File: src/rtl/rc4_pkg.sv
// Shared types and constants for the RC4 keystream cipher.
// Used by rc4_core and rc4_keystream_cipher; depends on nothing.
package rc4_pkg;

    localparam int BYTE_W = 8;
    localparam int SKIP_W = 16;

    // Request opcodes.
    localparam logic OP_KEY  = 1'b0;
    localparam logic OP_DATA = 1'b1;

    typedef struct packed {
        logic              opcode;
        logic [BYTE_W-1:0] value;
        logic              last;
    } t_in;

    typedef struct packed {
        logic [BYTE_W-1:0] data_out;
        logic              last_out;
    } t_out;

    typedef enum logic [3:0] {
        ST_CLEAR,
        ST_IDLE,
        ST_KS_RD_I,
        ST_KS_RD_J,
        ST_KS_SW_I,
        ST_KS_SW_J,
        ST_INIT,
        ST_MIX_RD,
        ST_MIX_J,
        ST_MIX_SW_N,
        ST_MIX_SW_J,
        ST_SKIP_CHK
    } t_state;

endpackage

File: src/rtl/rc4_ram.sv
// Generic single-write, single-read RAM with registered read data.
// A read of the address being written returns the old contents. No dependencies.
module rc4_ram #(
    parameter int WIDTH = 8,
    parameter int DEPTH = 256
) (
    input  logic                                      i_clk,
    input  logic                                      i_we,
    input  logic [((DEPTH > 1) ? $clog2(DEPTH) : 1)-1:0] i_waddr,
    input  logic [WIDTH-1:0]                          i_wdata,
    input  logic [((DEPTH > 1) ? $clog2(DEPTH) : 1)-1:0] i_raddr,
    output logic [WIDTH-1:0]                          o_rdata
);

    logic [WIDTH-1:0] r_mem [DEPTH];
    logic [WIDTH-1:0] r_rdata;

    always_ff @(posedge i_clk) begin
        if (i_we) begin
            r_mem[i_waddr] <= i_wdata;
        end
        r_rdata <= r_mem[i_raddr];
    end

    assign o_rdata = r_rdata;

endmodule

File: src/rtl/rc4_core.sv
// RC4 sequencer: clearing pass, key schedule, discard loop and keystream steps; the i, j
// and output-index sums all go through one shared 8-bit adder. Depends on rc4_pkg and rc4_ram.
module rc4_core #(
    parameter int KEY_BYTES = 256
) (
    input  logic                         i_clk,
    input  logic                         i_rst_n,
    input  logic                         i_req_valid,
    output logic                         o_req_ready,
    input  rc4_pkg::t_in                 i_req,
    input  logic [rc4_pkg::SKIP_W-1:0]   i_skip_count,
    output logic                         o_res_valid,
    input  logic                         i_res_ready,
    output rc4_pkg::t_out                o_res
);

    localparam int KA_W  = (KEY_BYTES > 1) ? $clog2(KEY_BYTES) : 1;
    localparam int LEN_W = $clog2(KEY_BYTES + 1);
    localparam int BW    = rc4_pkg::BYTE_W;

    rc4_pkg::t_state r_state;
    rc4_pkg::t_state n_state;

    logic [BW-1:0]                r_n;
    logic [BW-1:0]                r_i;
    logic [BW-1:0]                r_j;
    logic [BW-1:0]                r_a;
    logic [BW-1:0]                r_b;
    logic [BW-1:0]                r_value;
    logic                         r_last;
    logic                         r_skip;
    logic [KA_W-1:0]              r_kidx;
    logic [LEN_W-1:0]             r_key_len;
    logic [rc4_pkg::SKIP_W-1:0]   r_skip_cnt;

    // Shared adder operands and result.
    logic [BW-1:0] add_a;
    logic [BW-1:0] add_b;
    logic [BW-1:0] add_c;
    logic [BW-1:0] sum;

    logic          p_we;
    logic [BW-1:0] p_waddr;
    logic [BW-1:0] p_wdata;
    logic [BW-1:0] p_raddr;
    logic [BW-1:0] p_rdata;

    logic          k_we;
    logic [BW-1:0] k_rdata;

    logic          req_fire;
    logic          key_room;
    logic [BW-1:0] ks;

    assign sum      = add_a + add_b + add_c;
    assign req_fire = i_req_valid && o_req_ready;
    assign key_room = (r_key_len < LEN_W'(KEY_BYTES));

    // The swap may have overtaken the output read: patch it from the swapped pair.
    assign ks = (sum == r_i) ? r_b : ((sum == r_j) ? r_a : p_rdata);

    rc4_ram #(.WIDTH(BW), .DEPTH(256)) u_perm (
        .i_clk   (i_clk),
        .i_we    (p_we),
        .i_waddr (p_waddr),
        .i_wdata (p_wdata),
        .i_raddr (p_raddr),
        .o_rdata (p_rdata)
    );

    rc4_ram #(.WIDTH(BW), .DEPTH(KEY_BYTES)) u_key (
        .i_clk   (i_clk),
        .i_we    (k_we),
        .i_waddr (r_key_len[KA_W-1:0]),
        .i_wdata (i_req.value),
        .i_raddr (r_kidx),
        .o_rdata (k_rdata)
    );

    // Next state.
    always_comb begin
        n_state = r_state;
        case (r_state)
            rc4_pkg::ST_CLEAR: begin
                if (r_n == '1) n_state = rc4_pkg::ST_IDLE;
            end
            rc4_pkg::ST_IDLE: begin
                if (i_req_valid) begin
                    if (i_req.opcode == rc4_pkg::OP_DATA) begin
                        n_state = rc4_pkg::ST_KS_RD_I;
                    end else if (i_req.last) begin
                        n_state = rc4_pkg::ST_INIT;
                    end
                end
            end
            rc4_pkg::ST_KS_RD_I: n_state = rc4_pkg::ST_KS_RD_J;
            rc4_pkg::ST_KS_RD_J: n_state = rc4_pkg::ST_KS_SW_I;
            rc4_pkg::ST_KS_SW_I: n_state = rc4_pkg::ST_KS_SW_J;
            rc4_pkg::ST_KS_SW_J: begin
                if (r_skip) begin
                    n_state = rc4_pkg::ST_SKIP_CHK;
                end else if (i_res_ready) begin
                    n_state = rc4_pkg::ST_IDLE;
                end
            end
            rc4_pkg::ST_INIT: begin
                if (r_n == '1) n_state = rc4_pkg::ST_MIX_RD;
            end
            rc4_pkg::ST_MIX_RD:   n_state = rc4_pkg::ST_MIX_J;
            rc4_pkg::ST_MIX_J:    n_state = rc4_pkg::ST_MIX_SW_N;
            rc4_pkg::ST_MIX_SW_N: n_state = rc4_pkg::ST_MIX_SW_J;
            rc4_pkg::ST_MIX_SW_J: begin
                n_state = (r_n == '1) ? rc4_pkg::ST_SKIP_CHK : rc4_pkg::ST_MIX_RD;
            end
            rc4_pkg::ST_SKIP_CHK: begin
                n_state = (r_skip_cnt == '0) ? rc4_pkg::ST_IDLE : rc4_pkg::ST_KS_RD_I;
            end
            default: n_state = rc4_pkg::ST_CLEAR;
        endcase
    end

    // Outputs: memory controls, adder operands and handshakes.
    always_comb begin
        add_a       = r_a;
        add_b       = r_b;
        add_c       = '0;
        p_we        = 1'b0;
        p_waddr     = r_n;
        p_wdata     = '0;
        p_raddr     = r_n;
        k_we        = 1'b0;
        o_req_ready = 1'b0;
        o_res_valid = 1'b0;
        case (r_state)
            rc4_pkg::ST_CLEAR: begin
                p_we = 1'b1;
            end
            rc4_pkg::ST_IDLE: begin
                o_req_ready = 1'b1;
                k_we = i_req_valid && (i_req.opcode == rc4_pkg::OP_KEY) && key_room;
            end
            rc4_pkg::ST_KS_RD_I: begin
                add_a   = r_i;
                add_b   = BW'(1);
                p_raddr = sum;
            end
            rc4_pkg::ST_KS_RD_J: begin
                add_a   = r_j;
                add_b   = p_rdata;
                p_raddr = sum;
            end
            rc4_pkg::ST_KS_SW_I: begin
                add_a   = r_a;
                add_b   = p_rdata;
                p_raddr = sum;
                p_we    = 1'b1;
                p_waddr = r_i;
                p_wdata = p_rdata;
            end
            rc4_pkg::ST_KS_SW_J: begin
                p_raddr     = sum;
                p_we        = 1'b1;
                p_waddr     = r_j;
                p_wdata     = r_a;
                o_res_valid = !r_skip;
            end
            rc4_pkg::ST_INIT: begin
                p_we    = 1'b1;
                p_wdata = r_n;
            end
            rc4_pkg::ST_MIX_RD: begin
                p_raddr = r_n;
            end
            rc4_pkg::ST_MIX_J: begin
                add_a   = r_j;
                add_b   = k_rdata;
                add_c   = p_rdata;
                p_raddr = sum;
            end
            rc4_pkg::ST_MIX_SW_N: begin
                p_we    = 1'b1;
                p_wdata = p_rdata;
            end
            rc4_pkg::ST_MIX_SW_J: begin
                p_we    = 1'b1;
                p_waddr = r_j;
                p_wdata = r_a;
            end
            rc4_pkg::ST_SKIP_CHK: begin
                p_raddr = r_n;
            end
            default: begin
                p_we = 1'b0;
            end
        endcase
    end

    assign o_res.data_out = r_value ^ ks;
    assign o_res.last_out = r_last;

    always_ff @(posedge i_clk) begin
        if (!i_rst_n) begin
            r_state    <= rc4_pkg::ST_CLEAR;
            r_n        <= '0;
            r_i        <= '0;
            r_j        <= '0;
            r_kidx     <= '0;
            r_key_len  <= '0;
            r_skip_cnt <= '0;
            r_skip     <= 1'b0;
        end else begin
            r_state <= n_state;
            case (r_state)
                rc4_pkg::ST_CLEAR, rc4_pkg::ST_INIT: begin
                    r_n <= r_n + BW'(1);
                end
                rc4_pkg::ST_IDLE: begin
                    if (req_fire) begin
                        if (i_req.opcode == rc4_pkg::OP_DATA) begin
                            r_skip <= 1'b0;
                        end else begin
                            if (key_room) r_key_len <= r_key_len + LEN_W'(1);
                            if (i_req.last) begin
                                r_n    <= '0;
                                r_j    <= '0;
                                r_kidx <= '0;
                            end
                        end
                    end
                end
                rc4_pkg::ST_KS_RD_I: begin
                    r_i <= sum;
                end
                rc4_pkg::ST_KS_RD_J: begin
                    r_j <= sum;
                end
                rc4_pkg::ST_KS_SW_J: begin
                    if (r_skip) r_skip_cnt <= r_skip_cnt - rc4_pkg::SKIP_W'(1);
                end
                rc4_pkg::ST_MIX_J: begin
                    r_j <= sum;
                end
                rc4_pkg::ST_MIX_SW_J: begin
                    r_n <= r_n + BW'(1);
                    if (LEN_W'(r_kidx) + LEN_W'(1) == r_key_len) begin
                        r_kidx <= '0;
                    end else begin
                        r_kidx <= r_kidx + KA_W'(1);
                    end
                    if (r_n == '1) begin
                        r_i        <= '0;
                        r_j        <= '0;
                        r_skip_cnt <= i_skip_count;
                        r_skip     <= 1'b1;
                    end
                end
                rc4_pkg::ST_SKIP_CHK: begin
                    if (r_skip_cnt == '0) r_key_len <= '0;
                end
                default: begin
                    r_n <= r_n;
                end
            endcase
        end
    end

    // Payload registers: no reset needed.
    always_ff @(posedge i_clk) begin
        if (req_fire) begin
            r_value <= i_req.value;
            r_last  <= i_req.last;
        end
        if (r_state == rc4_pkg::ST_KS_RD_J || r_state == rc4_pkg::ST_MIX_J) begin
            r_a <= p_rdata;
        end
        if (r_state == rc4_pkg::ST_KS_SW_I) begin
            r_b <= p_rdata;
        end
    end

    a_data_result_timing: assert property (@(posedge i_clk) disable iff (!i_rst_n)
        (req_fire && i_req.opcode == rc4_pkg::OP_DATA) |-> ##4 o_res_valid)
        else $error("data request did not reach the result stage on time");

    a_key_len_bound: assert property (@(posedge i_clk) disable iff (!i_rst_n)
        r_key_len <= LEN_W'(KEY_BYTES))
        else $error("key length ran past the key store");

    a_key_len_cleared: assert property (@(posedge i_clk) disable iff (!i_rst_n)
        (r_state == rc4_pkg::ST_SKIP_CHK && r_skip_cnt == '0) |=> (r_key_len == '0))
        else $error("key length not cleared after the schedule");

    a_no_result_in_skip: assert property (@(posedge i_clk) disable iff (!i_rst_n)
        r_skip |-> !o_res_valid)
        else $error("discarded keystream byte produced a result");

endmodule

File: src/rtl/rc4_keystream_cipher.sv
// RC4-drop stream cipher top level: configuration register, output register, rc4_core.
// Depends on rc4_pkg, rc4_core and rc4_ram.
// A data request goes through four permutation RAM steps (read i, read j, swap i, swap j);
// the last step holds until the output register has room, then the core returns to idle.
// A key byte leaves the core idle; the final one runs identity fill, key mixing and the discard.
// After reset, a clearing pass zeroes the permutation before requests are taken.
module rc4_keystream_cipher #(
    parameter int KEY_BYTES = 256
) (
    input  logic                        i_clk,
    input  logic                        i_rst_n,
    // Configuration: skip_count.
    input  logic                        i_cfg_valid,
    output logic                        o_cfg_ready,
    input  logic [rc4_pkg::SKIP_W-1:0]  i_cfg_data,
    // Input requests: key bytes and data bytes.
    input  logic                        i_in_valid,
    output logic                        o_in_ready,
    input  rc4_pkg::t_in                i_in_data,
    // Results: one per data request.
    output logic                        o_out_valid,
    input  logic                        i_out_ready,
    output rc4_pkg::t_out               o_out_data
);

    // The skip count is sampled by the core when a key schedule finishes mixing.
    // Writes are always taken; the user must issue them only while the block is idle (not enforced).
    logic [rc4_pkg::SKIP_W-1:0] r_skip_count;

    // The output register decouples the core from the consumer: the core can take
    // the next request while a finished result still waits here.
    logic          r_out_valid;
    rc4_pkg::t_out r_out;

    logic          res_valid;
    logic          res_ready;
    rc4_pkg::t_out res;

    assign o_cfg_ready = 1'b1;

    always_ff @(posedge i_clk) begin
        if (!i_rst_n) begin
            r_skip_count <= '0;
        end else if (i_cfg_valid) begin
            r_skip_count <= i_cfg_data;
        end
    end

    rc4_core #(.KEY_BYTES(KEY_BYTES)) u_core (
        .i_clk        (i_clk),
        .i_rst_n      (i_rst_n),
        .i_req_valid  (i_in_valid),
        .o_req_ready  (o_in_ready),
        .i_req        (i_in_data),
        .i_skip_count (r_skip_count),
        .o_res_valid  (res_valid),
        .i_res_ready  (res_ready),
        .o_res        (res)
    );

    // The core holds its result stage until this register has room.
    assign res_ready = !r_out_valid || i_out_ready;

    always_ff @(posedge i_clk) begin
        if (!i_rst_n) begin
            r_out_valid <= 1'b0;
        end else if (res_valid && res_ready) begin
            r_out_valid <= 1'b1;
        end else if (i_out_ready) begin
            r_out_valid <= 1'b0;
        end
    end

    always_ff @(posedge i_clk) begin
        if (res_valid && res_ready) begin
            r_out <= res;
        end
    end

    assign o_out_valid = r_out_valid;
    assign o_out_data  = r_out;

endmodule

File: config.mk
export PLATFORM = sky130hd
export DESIGN_NAME = rc4_keystream_cipher
export DESIGN_NICKNAME = d
export VERILOG_FILES = /design/src/rtl/rc4_pkg.sv /design/src/rtl/rc4_ram.sv /design/src/rtl/rc4_core.sv /design/src/rtl/rc4_keystream_cipher.sv
export SDC_FILE = /design/constraint.sdc
export NUM_CORES = 2
export LEC_CHECK = 0
export CAP_MARGIN = 40
export CORE_ASPECT_RATIO = 1.1
export CORE_MARGIN = 5
export CORE_UTILIZATION = 25
export DETAILED_ROUTE_END_ITERATION = 12
export DONT_BUFFER_PORTS = 1
export PLACE_DENSITY = 0.42
export SYNTH_ARGS = -nofsm -noshare
export SYNTH_HDL_FRONTEND = slang
export SYNTH_HIERARCHICAL = 1
export SYNTH_SLANG_ARGS = --single-unit
File: constraint.sdc
create_clock -name i_clk -period 10.18 [get_ports i_clk]
set_input_delay 2.036 -clock i_clk [delete_from_list [all_inputs] [get_ports i_clk]]
set_output_delay 2.036 -clock i_clk [all_outputs]
set_load 0.05 [all_outputs]
After elaboration in Yosys (flattened, before gate mapping)
Memory sizes are Yosys's and may differ from the RTL's. A register that Yosys moved wholly into a read port is not among the register bits. Index checks and enable logic that the tools add are counted.

Add/sub/neg operators: 7. $mul: 0. Div/mod/pow operators: 0. $lt $le $gt $ge: 1. Eq/ne operators: 28. Shift-type cells: 0. Multiplexer cells: 49. Bitwise logic cells: 2. Reductions and logical operators: 32.

Operator list (count): case mux 8 bit (2 select lines) (5); 2-to-1 mux 8 bit (9); case mux 8 bit (3 select lines) (3); case mux 4 bit (12 select lines) (1); 2-to-1 mux 9 bit (4); 2-to-1 mux 16 bit (2); 2-to-1 mux 4 bit (8); case mux 16 bit (2 select lines) (1); case mux 9 bit (2 select lines) (1); adder 8 x 1 -> 8 bit, second input constant (2); adder 8 bit (2); == test 4 x 3 -> 1 bit, second input constant (4); == test 4 bit, second input constant (4); == test 8 bit (2); logical NOT 16 bit (1); subtractor 16 x 1 -> 16 bit, second input constant (1); AND reduction 5 bit (3); inequality test 2 x 1 -> 1 bit, second input constant (7); 2-to-1 mux 1 bit (13); AND reduction 4 bit (3); nonzero test 2 bit (6); adder 8 x 1 -> 9 bit, second input constant (1); adder 9 x 1 -> 9 bit, second input constant (1); == test 9 bit (1); other kinds (22) (34).

Register bits after elaboration: 113. Bits in latches: 0. Memory bits (writable): 4096. Memory bits (read-only): 0. Input bits: 31. Output and inout port bits: 12. Word-level logic and storage cells: 137. Memories kept: 2.

Memories: u_core.u_key.r_mem (words 256, width 8, read ports 1, clocked after memory_dff 1, wr ports 1, RTL line rc4_ram.sv:15) `logic [WIDTH-1:0] r_mem [DEPTH];`; u_core.u_perm.r_mem (words 256, width 8, read ports 1, clocked after memory_dff 1, wr ports 1, RTL line rc4_ram.sv:15).

Logic depth before layout (Yosys ltp)
Word-level depth: 9. Gate-level depth with buffers: 26. Depth with buffers taken out: 22.

Cells and area by module
The synthesis kept the hierarchy.

By module, submodules not included: rc4_ram (times used 2, cells an instance 3733, area an instance 79556.3 µm², seq. area each 61659.1 µm²); rc4_core (times used 1, cells an instance 688, area an instance 5841.9 µm², seq. area each 1991.9 µm²); rc4_keystream_cipher (times used 1, cells an instance 67, area an instance 940.9 µm², seq. area each 610.6 µm²).

Worst setup path after synthesis
Ideal clock, no wire load.

Path kind: reg2reg. Start point: register u_core.r_state[1]. End point: register u_core.u_perm.r_rdata[7] (netlist: u_core/u_perm/o_rdata[7]), read port of u_core.u_perm.r_mem. Library setup time: 127 ps. Arrival: 5745 ps. Required time: 10053 ps. Path slack: 4307 ps. Cell stages (with the launch flop): 27. Period minus slack after synthesis: 5873 ps. Cells stage by stage: dfxtp_1 buf_4 buf_2 and2_1 nand2_1 a21oi_1 clkbuf_1 a222oi_1 fa_1 inv_1 ha_1 inv_1 fa_1 nand2b_1 a21oi_1 a31oi_1 xnor2_1 xnor2_1 mux2_2 buf_4 nor3b_1 clkbuf_1 o221ai_1 nand2_1 a21oi_1 nor4_1 nor4_1.

Word-level cells in the longest chain between the ends: 6. Elaborated cells between the ends (all ways): 14.

RTL lines: from (decl) (RTL line rc4_core.sv:21) `rc4_pkg::t_state r_state;`; from (signal assigned) (RTL line rc4_core.sv:203) `r_state <= rc4_pkg::ST_CLEAR;`; from (signal assigned) (RTL line rc4_core.sv:212) `r_state <= n_state;`; == test 4 x 3 -> 1 bit, or another cell as far along (RTL line rc4_core.sv:134) `case (r_state)`; OR reduction 2 bit (no line); case mux 8 bit (3 select lines) / case mux 8 bit (2 select lines) (equally long branches) (RTL line rc4_core.sv:134); adder 8 bit (2 in series) (RTL line rc4_core.sv:55) `assign sum = add_a + add_b + add_c;`; 2-to-1 mux 8 bit * (RTL line rc4_core.sv:134); named net u_core.p_raddr[7] (RTL line rc4_core.sv:45) `logic [BW-1:0] p_raddr;`; to (decl) (RTL line rc4_ram.sv:16) `logic [WIDTH-1:0] r_rdata;`.

Mark *: on every way through the listed nets, which the timed path passes. The rest lies on a longest branch. A chain may end at the register's enable or synchronous reset.

Worst setup path in the final report
Start point: register u_core.r_state[3]. End point: register u_core.u_perm.r_rdata[5] (netlist: u_core/u_perm/o_rdata[5]), read port of u_core.u_perm.r_mem.

The elaborated chain is that of the path after synthesis.

==> flow_summary.ini <==
[outcome]
status = finished, violations left
violations = slew limit

[global_routing]
grt_pass1_vias = 85400
grt_pass1_wl_mm = 683
grt.total_usage_pct = 13.8
grt_remaining_overflow = 0
grt_max_degree = 258
antenna_found_initial = 31

[drt]
remaining_drc_errors = 0
via_per_inst = 4.72
wl_mm = 488
ant_nets = 0
firstDrtPassIters = 6
vias = 83700
drt_iter0_markers = 7953
post_drt_wl_per_cell_um = 27.5

[final_layout]
final_common_cell = edfxtp_1
final_cell_mix = edfxtp_1, mux4_2, nor2_1, clkbuf_16, buf_4
area_growth_syn_to_layout_pct = 15.8
seqCellArea_um2 = 126000
final_area_um2 = 192000
fin_util_pct = 29.1
fin_nets = 8590
drive_above_1_share_pct = 22.8
layout.cells.non_filler = 17700
multiInputGateArea_um2 = 36900
num-fill-cells = 64800

[sta]
timing.fmax_ghz = 0.132
slew_violations = 299
period_share_pct = 74.2
finalCriticalPeriod_ns = 7.56
worstMarginPinSlew_ns = 1.72
relSlewSlack_pct = -14.5
final_hold_viol_count = 0
setup_viol = 0
fin_setup_tns_ns = 0
finClkSkew_ns = 0.0808
rsz0062_at_grt = no

[cts]
cts_hold_buffers = 0
clock_latency_ns = 1.03
cts_tree = done
cts_buffers = 443
clk_pin_slew_worst_paths_ns = 0.06
htreeDepth = 5
post_cts_buffers = 0
clock_path_buffers = 4
clkSinkCount = 4225
cts_root_buf = clkbuf_16
cts.repair.resized = 0

[die]
die_h_um = 864
pin_count = 43
core_um2 = 661000
die-area_um2 = 680000
start_util_pct = 25.1
std_cell_rows = 313
die_x_um = 787

[power]
p_leak_nw = 57.3
power_density_nw_per_um2 = 265
peakVddDrop_mv = 0.332
p_total_mw = 50.8

[logic_synthesis]
async_flop_share_pct = 0
seq_area_frac_synth_pct = 75.9
syn_inst = 8221
synthFlopType = edfxtp_1
syn_nets = 8270
ys_types = 90
ys_seq_elements = 4225
avgSynthCellArea_um2 = 20.2
syn-cell-area_um2 = 166000
synth_edf_count = 4130
yosys_warnings = 6

[critical_path]
crit_required_ns = 11.03
worstPathArrival_ns = 8.40
crit_type = reg2reg
cp_max_fo = 17
start_kind = register
endpoint_kind = register

[placed_design]
placed_cell_area_um2 = 178000
globalplace.congestion = 0.818
placedCellCount = 16900
dp_hpwl_mm = 305
io_buffers = 0

[job]
drv_cap = 0

[hold_path]
holdCritPathClass = reg2reg
-- routing by layer --
layer  share of wire (%)  wire [um]  up-vias  GRT usage [%]
met5              0.0025         12        -              0
met1                  43     212000    45700           18.9
met2                  49     239000     2555           23.3
met3                 5.1      24600      614           1.76
met4                 2.6      12500        2           3.32
li1                    -          -    34800              -
-- critical path: stages (launching register included) --
cell	delay [ns]
dfxtp_1	0.69
nor4b_4	0.61
nor2_1	0.29
a222oi_1	0.44
fa_1	0.48
inv_1	0.07
ha_1	0.19
inv_1	0.07
fa_1	0.39
nand2b_1	0.16
a21oi_1	0.29
a31oi_1	0.16
xnor2_1	0.54
xnor2_1	0.20
mux2_2	0.53
nor3b_2	0.71
o221ai_1	0.32
o22ai_1	0.25
o32ai_1	0.11
nor3_1	0.72
nor4_1	0.15
-- cell usage after synthesis, drive strengths merged, types with 30 or more instances --
master  count  share of area [%]
edfxtp   4130                 75
nand3      91               0.27
dfxtp      95                1.1
o22ai      59               0.22
mux4      912                 12
mux2i     289                1.7
a22oi     286                1.3
clkbuf    252               0.57
a221oi     30               0.17
nor2b      87               0.33
a211oi     40               0.18
nand2     138               0.32
nor3       58               0.18
xnor2      31               0.16
o221ai     94               0.50
o21ai      62               0.19
nor2      643                1.5
a21oi     238               0.72
buf       256                1.3
nor4       62               0.26
inv        40              0.091
-- layout make-up --
class / instances / share of cell area (%)
antenna: 5 / 0.00651
timing repair buffer: 383 / 1.85
clock buffer: 541 / 6.08
multi-input combinational: 3446 / 19.2
tap: 8820 / 5.75
sequential: 4225 / 65.6
clock inverter: 271 / 1.39
inverter: 42 / 0.113
-- kinds of logic (layout without fill, tap and decap cells) --
family / count (synthesis) / in the layout / synth area share, %
mux: 1210 / 1210 / 14.2
simple gates: 1201 / 1201 / 3.32
buf+inv: 550 / 1237 / 1.98
fa+ha+maj: 18 / 18 / 0.172
other cells: 1 / 6 / 0.00226
compound gates: 961 / 961 / 4.08
xor+xnor: 55 / 55 / 0.356
flops: 4225 / 4225 / 75.9
-- metrics by stage --
step	setup slack, ns	hold slack, ns
after floorplan	4.31	0.444
after global placement	1.96	0.413
after detailed placement	2.77	0.409
after CTS	2.73	0.424
after global routing	2.18	0.456
final	2.62	0.424
-- path summary, 6_finish.rpt --
| check | from | end | slack, ns | cells past startpoint |
|---|---|---|---|---|
| setup / recovery | u_core/r_state[3]$_SDFFE_PN0P_ | u_core/u_perm/o_rdata[5]$_DFF_P_ | 2.62 | 20 |
| hold / removal | u_core/r_last$_DFFE_PP_ | o_out_data[0]$_DFFE_PP_ | 0.42 | 0 |
| setup reg to reg | u_core/r_state[3]$_SDFFE_PN0P_ | u_core/u_perm/o_rdata[5]$_DFF_P_ | 2.62 | 20 |
| hold reg to reg | u_core/r_last$_DFFE_PP_ | o_out_data[0]$_DFFE_PP_ | 0.42 | 0 |
-- where the power goes --
group,internal [mW],switching (mW),total (mW)
Clock,9.22,6.85,16.1
Sequential,19.9,0.208,20.1
Combinational,5.34,9.30,14.6
-- sequential cells by signal (all words and copies together), names as in the netlist --
| name | count |
|---|---|
| u_core/r_b | 8 |
| u_core/u_key/r_mem | 2048 |
| u_core/r_skip | 1 |
| u_core/r_i | 8 |
| u_core/u_key/o_rdata | 8 |
| u_core/r_value | 8 |
| u_core/r_n | 8 |
| u_core/r_skip_cnt | 16 |
| u_core/u_perm/r_mem | 2048 |
| o_out_data | 9 |
| o_out_valid | 1 |
| r_skip_count | 16 |
| u_core/r_kidx | 8 |
| u_core/r_state | 4 |
| u_core/r_last | 1 |
| u_core/r_key_len | 9 |
| u_core/u_perm/o_rdata | 8 |
| u_core/r_j | 8 |
| u_core/r_a | 8 |
Power figures use the tool's default switching activity.
